### config.mk
export PLATFORM = sky130hd
export DESIGN_NAME = websocket_frame_deframer
export DESIGN_NICKNAME = d
export VERILOG_FILES = /design/src/design/wsd_pkg.sv /design/src/design/wsd_parser.sv /design/src/design/wsd_out_buf.sv /design/src/design/websocket_frame_deframer.sv
export SDC_FILE = /design/constraint.sdc
export NUM_CORES = 1
export LEC_CHECK = 0
export ABC_AREA = 0
export BUFFER_PORTS_ARGS = -buffer_cell sky130_fd_sc_hd__buf_2
export CORE_ASPECT_RATIO = 1.2
export CORE_UTILIZATION = 45
export DETAILED_ROUTE_END_ITERATION = 10
export PLACE_DENSITY_LB_ADDON = 0.2
export SYNTH_ARGS = -nofsm -noshare
export SYNTH_HDL_FRONTEND = slang
export SYNTH_HIERARCHICAL = 1
export SYNTH_SLANG_ARGS = --single-unit
### constraint.sdc
create_clock -name i_clk -period 5.18 [get_ports i_clk]
set_clock_uncertainty 0.1 [all_clocks]
set_input_delay 0.518 -clock i_clk [delete_from_list [all_inputs] [get_ports i_clk]]
set_output_delay 0.518 -clock i_clk [all_outputs]
set_load 0.01 [all_outputs]
### src/design/wsd_pkg.sv
// ----------------------------------------------------------------------------
// wsd_pkg
// Types, codes and helpers shared by the WebSocket frame deframer modules.
// ----------------------------------------------------------------------------
package wsd_pkg;

    typedef enum logic [5:0] {
        PH_FIRST   = 6'b000001,
        PH_SECOND  = 6'b000010,
        PH_EXT_HI  = 6'b000100,
        PH_EXT_LO  = 6'b001000,
        PH_KEY     = 6'b010000,
        PH_PAYLOAD = 6'b100000
    } t_phase;

    localparam logic       KIND_HEADER  = 1'b0;
    localparam logic       KIND_PAYLOAD = 1'b1;

    localparam logic [3:0] OP_TEXT  = 4'h1;
    localparam logic [3:0] OP_CLOSE = 4'h8;
    localparam logic [3:0] OP_PING  = 4'h9;
    localparam logic [3:0] OP_PONG  = 4'hA;

    localparam logic [2:0] CLASS_TEXT  = 3'd0;
    localparam logic [2:0] CLASS_CLOSE = 3'd1;
    localparam logic [2:0] CLASS_PING  = 3'd2;
    localparam logic [2:0] CLASS_PONG  = 3'd3;
    localparam logic [2:0] CLASS_OTHER = 3'd4;

    localparam logic [6:0] LEN_EXT16 = 7'd126;
    localparam logic [6:0] LEN_LONG  = 7'd127;

    typedef struct packed {
        logic        event_kind;
        logic [3:0]  frame_opcode;
        logic [2:0]  frame_class;
        logic        masked_frame;
        logic [15:0] payload_length;
        logic [7:0]  payload_byte;
        logic        last;
        logic        long_form;
    } t_result;

    function automatic logic [2:0] class_of(input logic [3:0] op);
        logic [2:0] c;
        unique case (op)
            OP_TEXT:  c = CLASS_TEXT;
            OP_CLOSE: c = CLASS_CLOSE;
            OP_PING:  c = CLASS_PING;
            OP_PONG:  c = CLASS_PONG;
            default:  c = CLASS_OTHER;
        endcase
        return c;
    endfunction

endpackage

### src/design/wsd_parser.sv
// ----------------------------------------------------------------------------
// wsd_parser
// Header/payload FSM: one byte in per i_accept, at most one result out per cycle.
// ----------------------------------------------------------------------------
module wsd_parser (
    input  logic             i_clk,
    input  logic             i_rst_n,
    input  logic             i_accept,
    input  logic [7:0]       i_data_byte,
    output logic             o_push,
    output wsd_pkg::t_result o_result
);
    import wsd_pkg::*;

    t_phase      r_phase, n_phase;
    logic [3:0]  r_opcode, n_opcode;
    logic        r_mask, n_mask;
    logic        r_long, n_long;
    logic [15:0] r_length, n_length;
    logic [15:0] r_remaining, n_remaining;
    logic [1:0]  r_key_index, n_key_index;
    logic [7:0]  r_key [4];

    logic        produce;
    logic        res_kind;
    logic [7:0]  res_byte;
    logic        res_last;
    logic [15:0] rem_dec;

    assign rem_dec = r_remaining - 16'd1;

    always_comb begin
        n_phase     = r_phase;
        n_opcode    = r_opcode;
        n_mask      = r_mask;
        n_long      = r_long;
        n_length    = r_length;
        n_remaining = r_remaining;
        n_key_index = r_key_index;
        produce     = 1'b0;
        res_kind    = KIND_HEADER;
        res_byte    = 8'd0;
        res_last    = 1'b0;
        unique case (r_phase)
            PH_SECOND: begin
                n_mask      = i_data_byte[7];
                n_long      = (i_data_byte[6:0] == LEN_LONG);
                n_length    = {9'd0, i_data_byte[6:0]};
                n_key_index = 2'd0;
                if (i_data_byte[6:0] == LEN_EXT16) begin
                    n_phase = PH_EXT_HI;
                end else if (i_data_byte[7]) begin
                    n_phase = PH_KEY;
                end else begin
                    produce = 1'b1;
                end
            end
            PH_EXT_HI: begin
                n_length = {i_data_byte, 8'd0};
                n_phase  = PH_EXT_LO;
            end
            PH_EXT_LO: begin
                n_length = {r_length[15:8], i_data_byte};
                if (r_mask) begin
                    n_phase     = PH_KEY;
                    n_key_index = 2'd0;
                end else begin
                    produce = 1'b1;
                end
            end
            PH_KEY: begin
                n_key_index = r_key_index + 2'd1;
                if (r_key_index == 2'd3) begin
                    produce = 1'b1;
                end
            end
            PH_PAYLOAD: begin
                produce     = 1'b1;
                res_kind    = KIND_PAYLOAD;
                res_byte    = r_mask ? (i_data_byte ^ r_key[r_key_index]) : i_data_byte;
                n_key_index = r_key_index + 2'd1;
                n_remaining = rem_dec;
                res_last    = (rem_dec == 16'd0);
                if (res_last) begin
                    n_phase = PH_FIRST;
                end
            end
            default: begin
                n_opcode = i_data_byte[3:0];
                n_phase  = PH_SECOND;
            end
        endcase
        // header completion: payload counter loaded, empty frames close at once
        if (produce && res_kind == KIND_HEADER) begin
            n_key_index = 2'd0;
            n_remaining = n_length;
            res_last    = (n_length == 16'd0);
            n_phase     = res_last ? PH_FIRST : PH_PAYLOAD;
        end
    end

    assign o_push = i_accept && produce;

    always_comb begin
        o_result.event_kind     = res_kind;
        o_result.frame_opcode   = n_opcode;
        o_result.frame_class    = class_of(n_opcode);
        o_result.masked_frame   = n_mask;
        o_result.payload_length = n_length;
        o_result.payload_byte   = res_byte;
        o_result.last           = res_last;
        o_result.long_form      = n_long;
    end

    always_ff @(posedge i_clk) begin
        if (!i_rst_n) begin
            r_phase     <= PH_FIRST;
            r_opcode    <= 4'd0;
            r_mask      <= 1'b0;
            r_long      <= 1'b0;
            r_length    <= 16'd0;
            r_remaining <= 16'd0;
            r_key_index <= 2'd0;
        end else if (i_accept) begin
            r_phase     <= n_phase;
            r_opcode    <= n_opcode;
            r_mask      <= n_mask;
            r_long      <= n_long;
            r_length    <= n_length;
            r_remaining <= n_remaining;
            r_key_index <= n_key_index;
        end
    end

    // masking key store, no reset: only read after all four bytes are written
    always_ff @(posedge i_clk) begin
        if (i_accept && r_phase == PH_KEY) begin
            r_key[r_key_index] <= i_data_byte;
        end
    end

    a_ext_len: assert property (@(posedge i_clk) disable iff (!i_rst_n)
        (i_accept && r_phase == PH_SECOND && i_data_byte[6:0] == LEN_EXT16)
        |=> r_phase == PH_EXT_HI)
        else $error("extended length code did not enter EXT_HI");

    a_hdr_key: assert property (@(posedge i_clk) disable iff (!i_rst_n)
        (o_push && o_result.event_kind == KIND_HEADER) |=> r_key_index == 2'd0)
        else $error("key index not cleared at header completion");

    a_last_first: assert property (@(posedge i_clk) disable iff (!i_rst_n)
        (o_push && o_result.last) |=> r_phase == PH_FIRST)
        else $error("frame end did not return to first header byte");

endmodule

### src/design/wsd_out_buf.sv
// ----------------------------------------------------------------------------
// wsd_out_buf
// Result register with skid stage: one more item is taken while output stalls.
// ----------------------------------------------------------------------------
module wsd_out_buf (
    input  logic             i_clk,
    input  logic             i_rst_n,
    input  logic             i_push,
    input  wsd_pkg::t_result i_result,
    input  logic             i_ready,
    output logic             o_valid,
    output logic             o_can_accept,
    output wsd_pkg::t_result o_result
);
    import wsd_pkg::*;

    logic    r_out_valid;
    logic    r_skid_valid;
    t_result r_out;
    t_result r_skid;
    logic    take;

    assign take         = r_out_valid && i_ready;
    assign o_valid      = r_out_valid;
    assign o_result     = r_out;
    assign o_can_accept = !r_skid_valid;

    always_ff @(posedge i_clk) begin
        if (!i_rst_n) begin
            r_out_valid  <= 1'b0;
            r_skid_valid <= 1'b0;
        end else if (take) begin
            if (r_skid_valid) begin
                r_skid_valid <= 1'b0;
            end else if (!i_push) begin
                r_out_valid <= 1'b0;
            end
        end else if (i_push) begin
            if (!r_out_valid) begin
                r_out_valid <= 1'b1;
            end else begin
                r_skid_valid <= 1'b1;
            end
        end
    end

    always_ff @(posedge i_clk) begin
        if (take) begin
            if (r_skid_valid) begin
                r_out <= r_skid;
            end else if (i_push) begin
                r_out <= i_result;
            end
        end else if (i_push) begin
            if (!r_out_valid) begin
                r_out <= i_result;
            end else begin
                r_skid <= i_result;
            end
        end
    end

    a_skid_out: assert property (@(posedge i_clk) disable iff (!i_rst_n)
        r_skid_valid |-> r_out_valid)
        else $error("skid item held with empty result register");

    a_no_over: assert property (@(posedge i_clk) disable iff (!i_rst_n)
        r_skid_valid |-> !i_push)
        else $error("item pushed while skid stage full");

    a_skid_drain: assert property (@(posedge i_clk) disable iff (!i_rst_n)
        (r_skid_valid && i_ready) |=> (r_out_valid && r_out == $past(r_skid)))
        else $error("skid item not moved to result register");

endmodule

### src/design/websocket_frame_deframer.sv
// ----------------------------------------------------------------------------
// websocket_frame_deframer
// WebSocket receive deframer: header decode, unmasking, header and byte results.
// ----------------------------------------------------------------------------
// Usage:
//   Input channel (i_valid / o_ready / i_data_byte) carries the raw stream,
//   one byte per item. Output channel (o_valid / i_ready / o_* fields) gives
//   one header result when a frame header is complete, then one result per
//   payload byte, unmasked, the final one with o_last set. Length code 127
//   is taken as a length of 127 with o_long_form set.
//   Throughput: one byte per cycle while i_ready is high, set by the parser
//   update feeding the result register. Each result is registered as its
//   byte is taken, into the result register or, on a stall, the skid entry.
//   Header bytes that complete nothing produce no result.
//   Stall: a result register plus one skid entry; o_ready drops only while
//   the skid entry is occupied, and no item is lost or repeated.
//   Reset (i_rst_n low, synchronous): parser waits for a first header byte,
//   output is empty. The masking key store is not cleared.
// ----------------------------------------------------------------------------
module websocket_frame_deframer (
    input  logic        i_clk,
    input  logic        i_rst_n,
    input  logic        i_valid,
    output logic        o_ready,
    input  logic [7:0]  i_data_byte,
    output logic        o_valid,
    input  logic        i_ready,
    output logic        o_event_kind,
    output logic [3:0]  o_frame_opcode,
    output logic [2:0]  o_frame_class,
    output logic        o_masked_frame,
    output logic [15:0] o_payload_length,
    output logic [7:0]  o_payload_byte,
    output logic        o_last,
    output logic        o_long_form
);
    import wsd_pkg::*;

    logic    accept;
    logic    push;
    logic    can_accept;
    t_result parsed;
    t_result result;

    assign o_ready = can_accept;
    assign accept  = i_valid && can_accept;

    wsd_parser u_parser (
        .i_clk       (i_clk),
        .i_rst_n     (i_rst_n),
        .i_accept    (accept),
        .i_data_byte (i_data_byte),
        .o_push      (push),
        .o_result    (parsed)
    );

    wsd_out_buf u_out_buf (
        .i_clk        (i_clk),
        .i_rst_n      (i_rst_n),
        .i_push       (push),
        .i_result     (parsed),
        .i_ready      (i_ready),
        .o_valid      (o_valid),
        .o_can_accept (can_accept),
        .o_result     (result)
    );

    assign o_event_kind     = result.event_kind;
    assign o_frame_opcode   = result.frame_opcode;
    assign o_frame_class    = result.frame_class;
    assign o_masked_frame   = result.masked_frame;
    assign o_payload_length = result.payload_length;
    assign o_payload_byte   = result.payload_byte;
    assign o_last           = result.last;
    assign o_long_form      = result.long_form;

endmodule
; Yosys cells after proc, flatten, opt, wreduce, memory -nomap -nowiden
; Memory sizes are Yosys's and may differ from the RTL's. A register that Yosys moved wholly into a read port is not among the register bits.
; Index checks and enable logic that the tools add are counted.
[word_totals]
register_bits = 118
ramBits = 32
input_bits = 12
out_inout_bits = 37
n_memories = 1
[memory_table]
columns = memory, depth, word_bits, read_ports, rd_clocked_by_memory_dff, wr, line
row1 = u_parser.r_key, 4, 8, 1, 1, 1, wsd_parser.sv:22  ; logic [7:0] r_key [4];
[op_classes]
addsub = 2
n_eq_ne = 19
n_mux = 40
n_bitwise = 4
n_reduce_logical = 22
[op_table]
columns = op, count
row1 = two-way mux 35 bit, 5
row2 = case mux 16 bit (3 select lines), 1
row3 = two-way mux 6 bit, 6
row4 = logical NOT 16 bit, 2
row5 = two-way mux 16 bit, 2
row6 = case mux 6 bit (5 select lines), 1
row7 = two-way mux 8 bit, 2
row8 = subtractor 16 x 1 -> 16 bit (second input constant), 1
row9 = two-way mux 1 bit, 15
row10 = == test 7 bit (second input constant), 2
row11 = == test 4 bit (second input constant), 3
row12 = case mux 3 bit (4 select lines), 1
row13 = AND reduction 3 bit, 4
row14 = two-way mux 2 bit, 4
row15 = XOR 8 bit, 1
row16 = == test 6 x 2 -> 1 bit (second input constant), 1
row17 = == test 6 x 3 -> 1 bit (second input constant), 1
row18 = == test 6 x 4 -> 1 bit (second input constant), 1
row19 = == test 6 x 5 -> 1 bit (second input constant), 1
row20 = == test 6 bit (second input constant), 1
row21 = inequality test 2 bit (second input constant), 3
row22 = inequality test 3 x 1 -> 1 bit (second input constant), 2
row23 = case mux 2 bit (3 select lines), 1
row24 = nonzero test 2 bit, 3
row25 = 15 further kinds, 23

; Logic depth before layout (Yosys ltp)
; Gate-level depths: netlist of the first run.
[logic_depth]
ltp_word = 8
ltp_mapped = 10
ltp_nobuf = 8

; Hierarchy
; The synthesis of the first run kept the hierarchy.
[modules_own_cells]
columns = mod, instances, cells_each, area_per_inst_um2, seq_area_each_um2
row1 = wsd_parser, 1, 469, 4415.5, 1921.8
row2 = wsd_out_buf, 1, 122, 2755.1, 2142.1
row3 = websocket_frame_deframer, 1, 1, 6.3, 0.0

; Worst setup path after synthesis of the first run
; Ideal clock, no wire load.
[synth_path]
path_kind = register -> register
startpoint = reg u_parser.r_phase[3]
endpoint = reg u_out_buf.r_out (netlist bit u_out_buf/o_result[0]) (enable)
setup_ns = 0.439
arrival_ns = 3.228
path_slack_ns = 1.413
stages_incl_launch_ff = 9
path_buffers = 1
synth_period_minus_slack_ns = 3.767
cell_sequence = dfxtp_1 > clkbuf_8 > nor4_4 > nand3_1 > o21ai_2 > o21ai_2 > clkinv_1 > a21oi_1 > a21oi_1
[synth_via]
elab_chain_len = 5
elab_cells_between_ends = 9
[synth_rtl]
columns = item, line
row1 = "start, declared", wsd_parser.sv:15  ; t_phase r_phase, n_phase;
row2 = "start signal, assigned", wsd_parser.sv:125  ; r_phase <= n_phase;
row3 = == test 6 bit (tied with other cells), wsd_parser.sv:44  ; unique case (r_phase)
row4 = case mux 1 bit (4 select lines) *, wsd_parser.sv:44
row5 = logical AND 1 bit *, wsd_parser.sv:102  ; assign o_push = i_accept && produce;
row6 = via push, websocket_frame_deframer.sv:40  ; logic push;
row7 = nonzero test 2 bit (no line), n/a
row8 = AND reduction 3 bit (no line) *, n/a
row9 = "end signal, assigned", wsd_out_buf.sv:50  ; r_out <= r_skid;
row10 = "end signal, assigned", wsd_out_buf.sv:52  ; r_out <= i_result;
row11 = "end signal, assigned", wsd_out_buf.sv:56  ; r_out <= i_result;
row12 = "end, declared", wsd_out_buf.sv:19  ; t_result r_out;
; Mark *: on every way through the listed nets, which the timed path passes. The rest lies on a longest branch.
; A chain may end at the register's enable or synchronous reset.

; Worst setup path in the final report of the first run
[layout_path]
startpoint = reg u_parser.r_phase[4]
endpoint = reg u_out_buf.r_out (netlist bit u_out_buf/o_result[0]) (enable)
; Same word-level chain as after synthesis.

==> results of run 1 <==
-- path summary, 6_finish.rpt --
kind | depth (start not counted) | from | endpoint
hold reg to reg | 2 | u_parser/r_long | u_parser/r_long
setup reg to reg | 7 | u_parser/r_phase[4] | u_out_buf/o_result[0]
setup / recovery | 7 | u_parser/r_phase[4] | u_out_buf/o_result[0]
hold / removal | 1 | i_data_byte[4] | u_parser/r_key[2][4]
-- layout make-up --
| class | instances | area (um^2) | share of cell area (%) |
|---|---|---|---|
| clock buffers | 20 | 437 | 5.41 |
| clock inverters | 12 | 150 | 1.86 |
| inverters | 21 | 78.8 | 0.977 |
| multi-input cells | 382 | 2810 | 34.8 |
| flip-flops and latches | 152 | 4060 | 50.4 |
| well taps | 208 | 260 | 3.23 |
| repair buffers | 52 | 270 | 3.35 |
-- metrics by stage --
step | setup WS (ns) | instances | utilization [%] | hold WS (ns) | instance area [um^2]
5_1_grt | 1.25 | 847 | 51.8 | 0.275 | 8070
2_1_floorplan | 1.41 | 592 | - | 0.346 | 7180
3_3_place_gp | 1.56 | 815 | 48.0 | 0.353 | 7480
4_1_cts | 1.54 | 847 | 51.8 | 0.263 | 8070
6_report | 1.50 | 847 | 51.8 | 0.271 | 8070
3_5_place_dp | 1.45 | 815 | 48.0 | 0.364 | 7480
-- sequential cells by signal, summed over array words and instances, names as in the netlist, named ones only --
signal / count
u_parser/r_remaining: 16
u_parser/r_opcode: 4
u_parser/r_length: 16
u_out_buf/o_result: 35
u_parser/r_mask: 1
u_parser/r_long: 1
u_parser/r_key_index: 2
u_parser/r_phase: 6
u_out_buf/r_skid: 35
u_out_buf/o_valid: 1
u_out_buf/r_skid_valid: 1
u_parser/r_key: 32
-- synthesized netlist by cell type, types with 6 or more instances --
cell / instances / area, um^2
edfxtp_1: 102 / 3060
nand4_1: 9 / 56.3
mux2i_1: 6 / 60.1
mux2_4: 30 / 450
a21oi_1: 33 / 165
a211oi_1: 9 / 67.6
ha_1: 6 / 75.1
xnor2_1: 9 / 78.8
o21ai_0: 21 / 105
clkbuf_1: 19 / 71.3
xor2_1: 7 / 61.3
mux4_2: 8 / 180
nand3_1: 6 / 30.0
and3_1: 6 / 37.5
dfxtp_1: 50 / 1000
o211ai_1: 7 / 52.6
nor2_1: 56 / 210
mux2_2: 8 / 90.1
nand2_1: 48 / 180
nor4_1: 8 / 50.1
inv_1: 18 / 67.6
nor3_1: 23 / 115
-- power by group --
group          internal (mW)  switching [mW]  leakage, nW
clock network          0.755           0.475        0.282
logic                 0.0750           0.120         1.35
registers               1.31          0.0173         1.33
-- cell families (layout without fill, tap and decap cells) --
family / Yosys count / in the layout
and+or+nand+nor: 192 / 192
DFF: 152 / 152
AOI/OAI and AO/OA: 116 / 116
buffers and inverters: 58 / 105
muxes: 52 / 52
xor gates and xnor gates: 16 / 16
adders and majority gates: 6 / 6
-- worst max-delay path: stages, from the launching register on --
cell      delay, ns
dfxtp_1        0.44
nor4_4         0.46
nand3_1        0.18
o21ai_2        0.56
o21ai_2        0.30
clkinv_1       0.30
a21oi_1        0.11
a21oi_4        0.82
-- per-layer routing --
metal	global-route usage (%)	up-vias	routed length, um
met2	32.3	177	7610
li1	-	2264	-
met5	0	-	0
met1	26.4	2314	6950
met3	5.37	42	824
met4	12.1	0	690
==> summary.md, run 1 <==
| Metric | Value |
|---|---|
| Avg Cell Area, Syn | `12.1 um^2` |
| Syn_nets | `610` |
| Final ANT Viol Nets | `0` |
| Leading cell type in the layout, fill and taps excluded | `edfxtp_1` |
| Drt drc | `0` |
| Overall power | `2.75 mW` |
| Gp weighted congestion | `0.905` |
| Vias in the first global route | `4631` |
| HPWL Detailed | `11100 um` |
| Setup Viol. Count Final | `0` |
| Sink Count | `152` |
| Fraction of layout cells with a size suffix above 1 | `23.6%` |
| GR Overflow Total | `0` |
| Resized cells post-CTS | `0` |
| Via Count | `4797` |
| Initial Util | `46.1%` |
| Measured slew at the worst slew-check pin | `1.07 ns` |
| DRT iter0 DRCs | `390` |
| Synth Area in Compound Gates | `10.8%` |
| Most frequent cells in the layout | `edfxtp_1 (102), nor2_1 (56), dfxtp_1 (50)` |
| Clk root buf | `clkbuf_16` |
| Worst R2R Setup Slack | `1.50 ns` |
| Worst VDD drop | `0.197 mV` |
| Placement Rows | `50` |
| Pleak | `2.96 nW` |
| Vias per cell | `5.66` |
| # diodes | `0` |
| Antenna violations before repair | `0` |
| Ports | `49` |
| Fin crit period | `3.68 ns` |
| Synthesized area | `0.00718 mm^2` |
| Syn-to-layout area delta | `12.4%` |
| Post-synthesis mux area share | `10.9%` |
| Post-synthesis adder-cell area fraction | `1.05%` |
| Later-pin clock latency in the skew report | `0.43 ns` |
| Sequential share of the synthesized area | `56.6%` |
| Clk buf depth | `2` |
| Die height | `140 um` |
| Post-synthesis instance total | `592` |
| EDFF count, synth | `102` |
| Die footprint | `0.0165 mm^2` |
| Cts-stage hold buffer count | `0` |
| Tightest Hold Check Type | `in -> reg` |
| Setup_tns | `0 ns` |
| Critical path fanouts, max | `35` |
| XOR/XNOR Fraction of Synth Area | `1.95%` |
| Die Wd | `117 um` |
| Postcts setup bufs | `0` |
| Total Routing Usage GR | `21.0%` |
| Routed WL | `16100 um` |
| Max Freq | `272 MHz` |
| Fin. Hold Viols | `0` |
| Post-Synth Simple-Gate Area | `14.3%` |
| DR pass1 iterations | `6` |
| Unrepaired setup endpoints after global routing | `false` |
| Post-synthesis cell type count | `74` |
| Fill cells | `1341` |
| Slew headroom | `28.5%` |
| Clock transition at the registers of the reported paths | `0.06 ns` |
| CTS H-Tree Depth | `4` |
| Largest family of logic cells by synthesized area | `simple AND/OR/NAND/NOR gates` |
| Yosys reg bits | `152` |
| Area of the core | `0.0156 mm^2` |
| Post-synth ARST share | `0%` |
| Run status | `finished clean` |
| Crit path arrival time | `3.62 ns` |
| Largest net degree at the start of global routing | `43` |
| Top_reg_cell synth | `edfxtp_1` |
| CTS tree | `yes` |
| Routed wire per std cell | `19.0 um` |
| Kind of end point of the critical path | `flop` |
| Ys Warns | `6` |
| Crit path kind | `reg -> reg` |
| Slew Limit Fails | `0` |
| Maxcap violations | `0` |
| Critical path launch point type | `flop` |
| CP Data Required Time | `5.12 ns` |
| Inserted Clock Buffers | `17` |
| I/O Buffers | `48` |
| Tcrit/Tclk final | `71.0%` |
| PwrDens | `341 mW/mm^2` |
| Nets | `644` |
| First-pass GRT wire length | `25300 um` |
Note: power is estimated with default switching activity, not from simulation.
==> inputs of run 2 (changes only) <==
Clock period 5.18 ns to 3.39 ns, I/O delays scaled along.
==> summary.md, run 2 (synthesis gave the netlist of run 1 again) <==
| Metric | Value |
|---|---|
| GR Overflow Total | `0 (unchanged)` |
| Most frequent cells in the layout | `edfxtp_1 (102), nor2_1 (56), dfxtp_1 (50)` |
| CP bufs+invs | `1 (unchanged)` |
| CP top delay family | `compound AO/OA/AOI/OAI gates` |
| FF-to-FF path depth | `7 (unchanged)` |
| Crit-path cells | `nor4_4 > a22oi_2 > nand4_1 > buf_4 > o21ai_0 > nor2_1 > mux2_4` |
| Crit path kind | `reg -> reg` |
| Tightest Hold Check Type | `in -> reg` |
| Syn-to-layout area delta | `13.2%` |
| Later-pin clock latency in the skew report | `0.42 ns (about the same)` |
| WHS Endpoint | `u_parser/r_key[2][4]` |
| Gp weighted congestion | `0.906 (+0.19%)` |
| Slew Limit Fails | `0 (unchanged)` |
| Run status | `finished clean` |
| Area of the core | `0.0156 mm^2 (unchanged)` |
| Maxcap violations | `0 (unchanged)` |
| Post-layout worst setup margin | `0.728 ns (-0.773 ns)` |
| Total Routing Usage GR | `20.9% (-0.064 points)` |
| Resized cells post-CTS | `0 (unchanged)` |
| CTS tree | `yes` |
| Ports | `49 (unchanged)` |
| I/O Buffers | `48 (unchanged)` |
| Cts-stage hold buffer count | `0 (unchanged)` |
| Fill cells | `1341 (unchanged)` |
| Critical path fanouts, max | `15 (-57%)` |
| Vias per cell | `5.69 (+0.45%)` |
| Unrepaired setup endpoints after global routing | `false` |
| Vias in the first global route | `4854 (+4.8%)` |
| Kind of end point of the critical path | `flop` |
| CP peak stage delay | `0.60 ns (-0.22 ns)` |
| Fin. Hold Viols | `0 (unchanged)` |
| GRT busiest layer | `met2` |
| Antenna violations before repair | `0 (unchanged)` |
| Critical path launch point type | `flop` |
| DR pass1 iterations | `5 (-1)` |
| Measured slew at the worst slew-check pin | `0.882 ns (-0.189 ns)` |
| Largest net degree at the start of global routing | `36 (-16%)` |
| Worst R2R Setup Slack | `0.73 ns (-0.77 ns)` |
| Final ANT Viol Nets | `0 (unchanged)` |
| Drt drc | `0 (unchanged)` |
| Die height | `140 um (unchanged)` |
| Initial Util | `46.1% (unchanged)` |
| Pleak | `3.01 nW (+1.7%)` |
| Worst R2R Start | `u_parser/r_phase[4]` |
| Met2 Use GR | `33.0% (+0.74 points)` |
| # diodes | `0 (unchanged)` |
| Sink Count | `152 (unchanged)` |
| Crit-path slowest cell | `dfxtp_1` |
| RR Endpoint | `u_out_buf/o_result[28]` |
| Dpl ws | `0.762 ns (-0.691 ns)` |
| Nets | `656 (+1.9%)` |
| CP Data Required Time | `3.46 ns (-1.66 ns)` |
| Routed wire per std cell | `18.5 um (-2.7%)` |
| Leading cell type in the layout, fill and taps excluded | `edfxtp_1` |
| Die footprint | `0.0165 mm^2 (unchanged)` |
| Setup Viol. Count Final | `0 (unchanged)` |
| Routed WL | `15900 um (-1.3%)` |
| First-pass GRT wire length | `25800 um (+2.1%)` |
| Via Count | `4887 (+1.9%)` |
| Die Wd | `117 um (unchanged)` |
| HPWL Detailed | `11100 um (about the same)` |
| HP Start | `i_data_byte[4]` |
| Postcts setup bufs | `0 (unchanged)` |
| Hold depth | `1 (unchanged)` |
| Clk buf depth | `2 (unchanged)` |
| Fin crit period | `2.66 ns (-1.02 ns)` |
| Worst VDD drop | `0.331 mV (+68%)` |
| Slew headroom | `40.6% (+12 points)` |
| Tcrit/Tclk final | `78.5% (+7.5 points)` |
| PwrDens | `505 mW/mm^2 (+48%)` |
| Placement Rows | `50 (unchanged)` |
| Max Freq | `376 MHz (+38%)` |
| Clk root buf | `clkbuf_16` |
| GR met3 Demand/Resource | `4.15% (-1.2 points)` |
| Setup_tns | `0 ns (unchanged)` |
| Clock transition at the registers of the reported paths | `0.07 ns (about the same)` |
| Crit path arrival time | `2.73 ns (-0.89 ns)` |
| CTS H-Tree Depth | `4 (unchanged)` |
| Met1 Usage GRT | `27.3% (+0.90 points)` |
| Fraction of layout cells with a size suffix above 1 | `25.5% (+1.9 points)` |
| Inserted Clock Buffers | `17 (unchanged)` |
| DRT iter0 DRCs | `485 (+24%)` |
run 2: changes by cell type in the layout (fill, tap and decap cells not counted):
| cell | before | now |
|---|---|---|
| buf_4 | 4 | 16 |
| inv_6 | 1 | 8 |
| bufinv_16 | 3 | 0 |
| clkbuf_1 | 3 | 0 |
| clkinv_2 | 3 | 1 |
| inv_8 | 0 | 2 |
| clkinv_4 | 2 | 1 |
| clkinv_8 | 0 | 1 |
| clkinvlp_4 | 2 | 1 |
run 2: how the worst max path moves through the flow:
stage / start / depth (start not counted) / endpoint
after floorplan: u_parser/r_phase[3] / 8 / u_out_buf/o_result[0]
after global placement: u_parser/r_phase[4] / 7 / u_out_buf/o_result[28]
after detailed placement: u_parser/r_phase[4] / 7 / u_out_buf/o_result[28]
after CTS: u_parser/r_phase[4] / 7 / u_out_buf/o_result[28]
after global routing: u_parser/r_phase[4] / 7 / u_out_buf/o_result[28]
final: u_parser/r_phase[4] / 7 / u_out_buf/o_result[28]
run 2: area by class of cell:
cell class / count / area [um^2] / area share, %
Clock buffer: 17 / 425 / 5.23
Clock inverter: 15 / 134 / 1.65
Inverter: 21 / 78.8 / 0.970
Multi-Input combinational cell: 382 / 2810 / 34.5
Sequential cell: 152 / 4060 / 50.0
Tap cell: 208 / 260 / 3.20
Timing Repair Buffer: 64 / 360 / 4.43
run 2: power breakdown:
part / switching, mW / internal (mW)
clock network: 0.809 / 0.968
registers: 0.0265 / 2.00
logic: 0.184 / 0.120
total: 1.02 / 3.09
run 2: layer usage:
| metal | up-vias | wire length [um] |
|---|---|---|
| li1 | 2302 | - |
| met1 | 2374 | 6970 |
| met2 | 167 | 7500 |
| met3 | 44 | 793 |
| met4 | 0 | 603 |
| met5 | - | 0 |
run 2: metrics by stage:
step | std cells | power, mW | hold slack (ns) | cell area (um^2) | utilization [%]
global placement | 827 | 2.36 | 0.356 | 7570 | 48.6
floorplan | 592 | 2.27 | 0.338 | 7180 | -
CTS | 859 | 4.15 | 0.110 | 8130 | 52.2
finish | 859 | 4.11 | 0.129 | 8130 | 52.2
global route | 859 | 4.25 | 0.130 | 8130 | 52.2
detailed placement | 827 | 2.37 | 0.367 | 7570 | 48.6
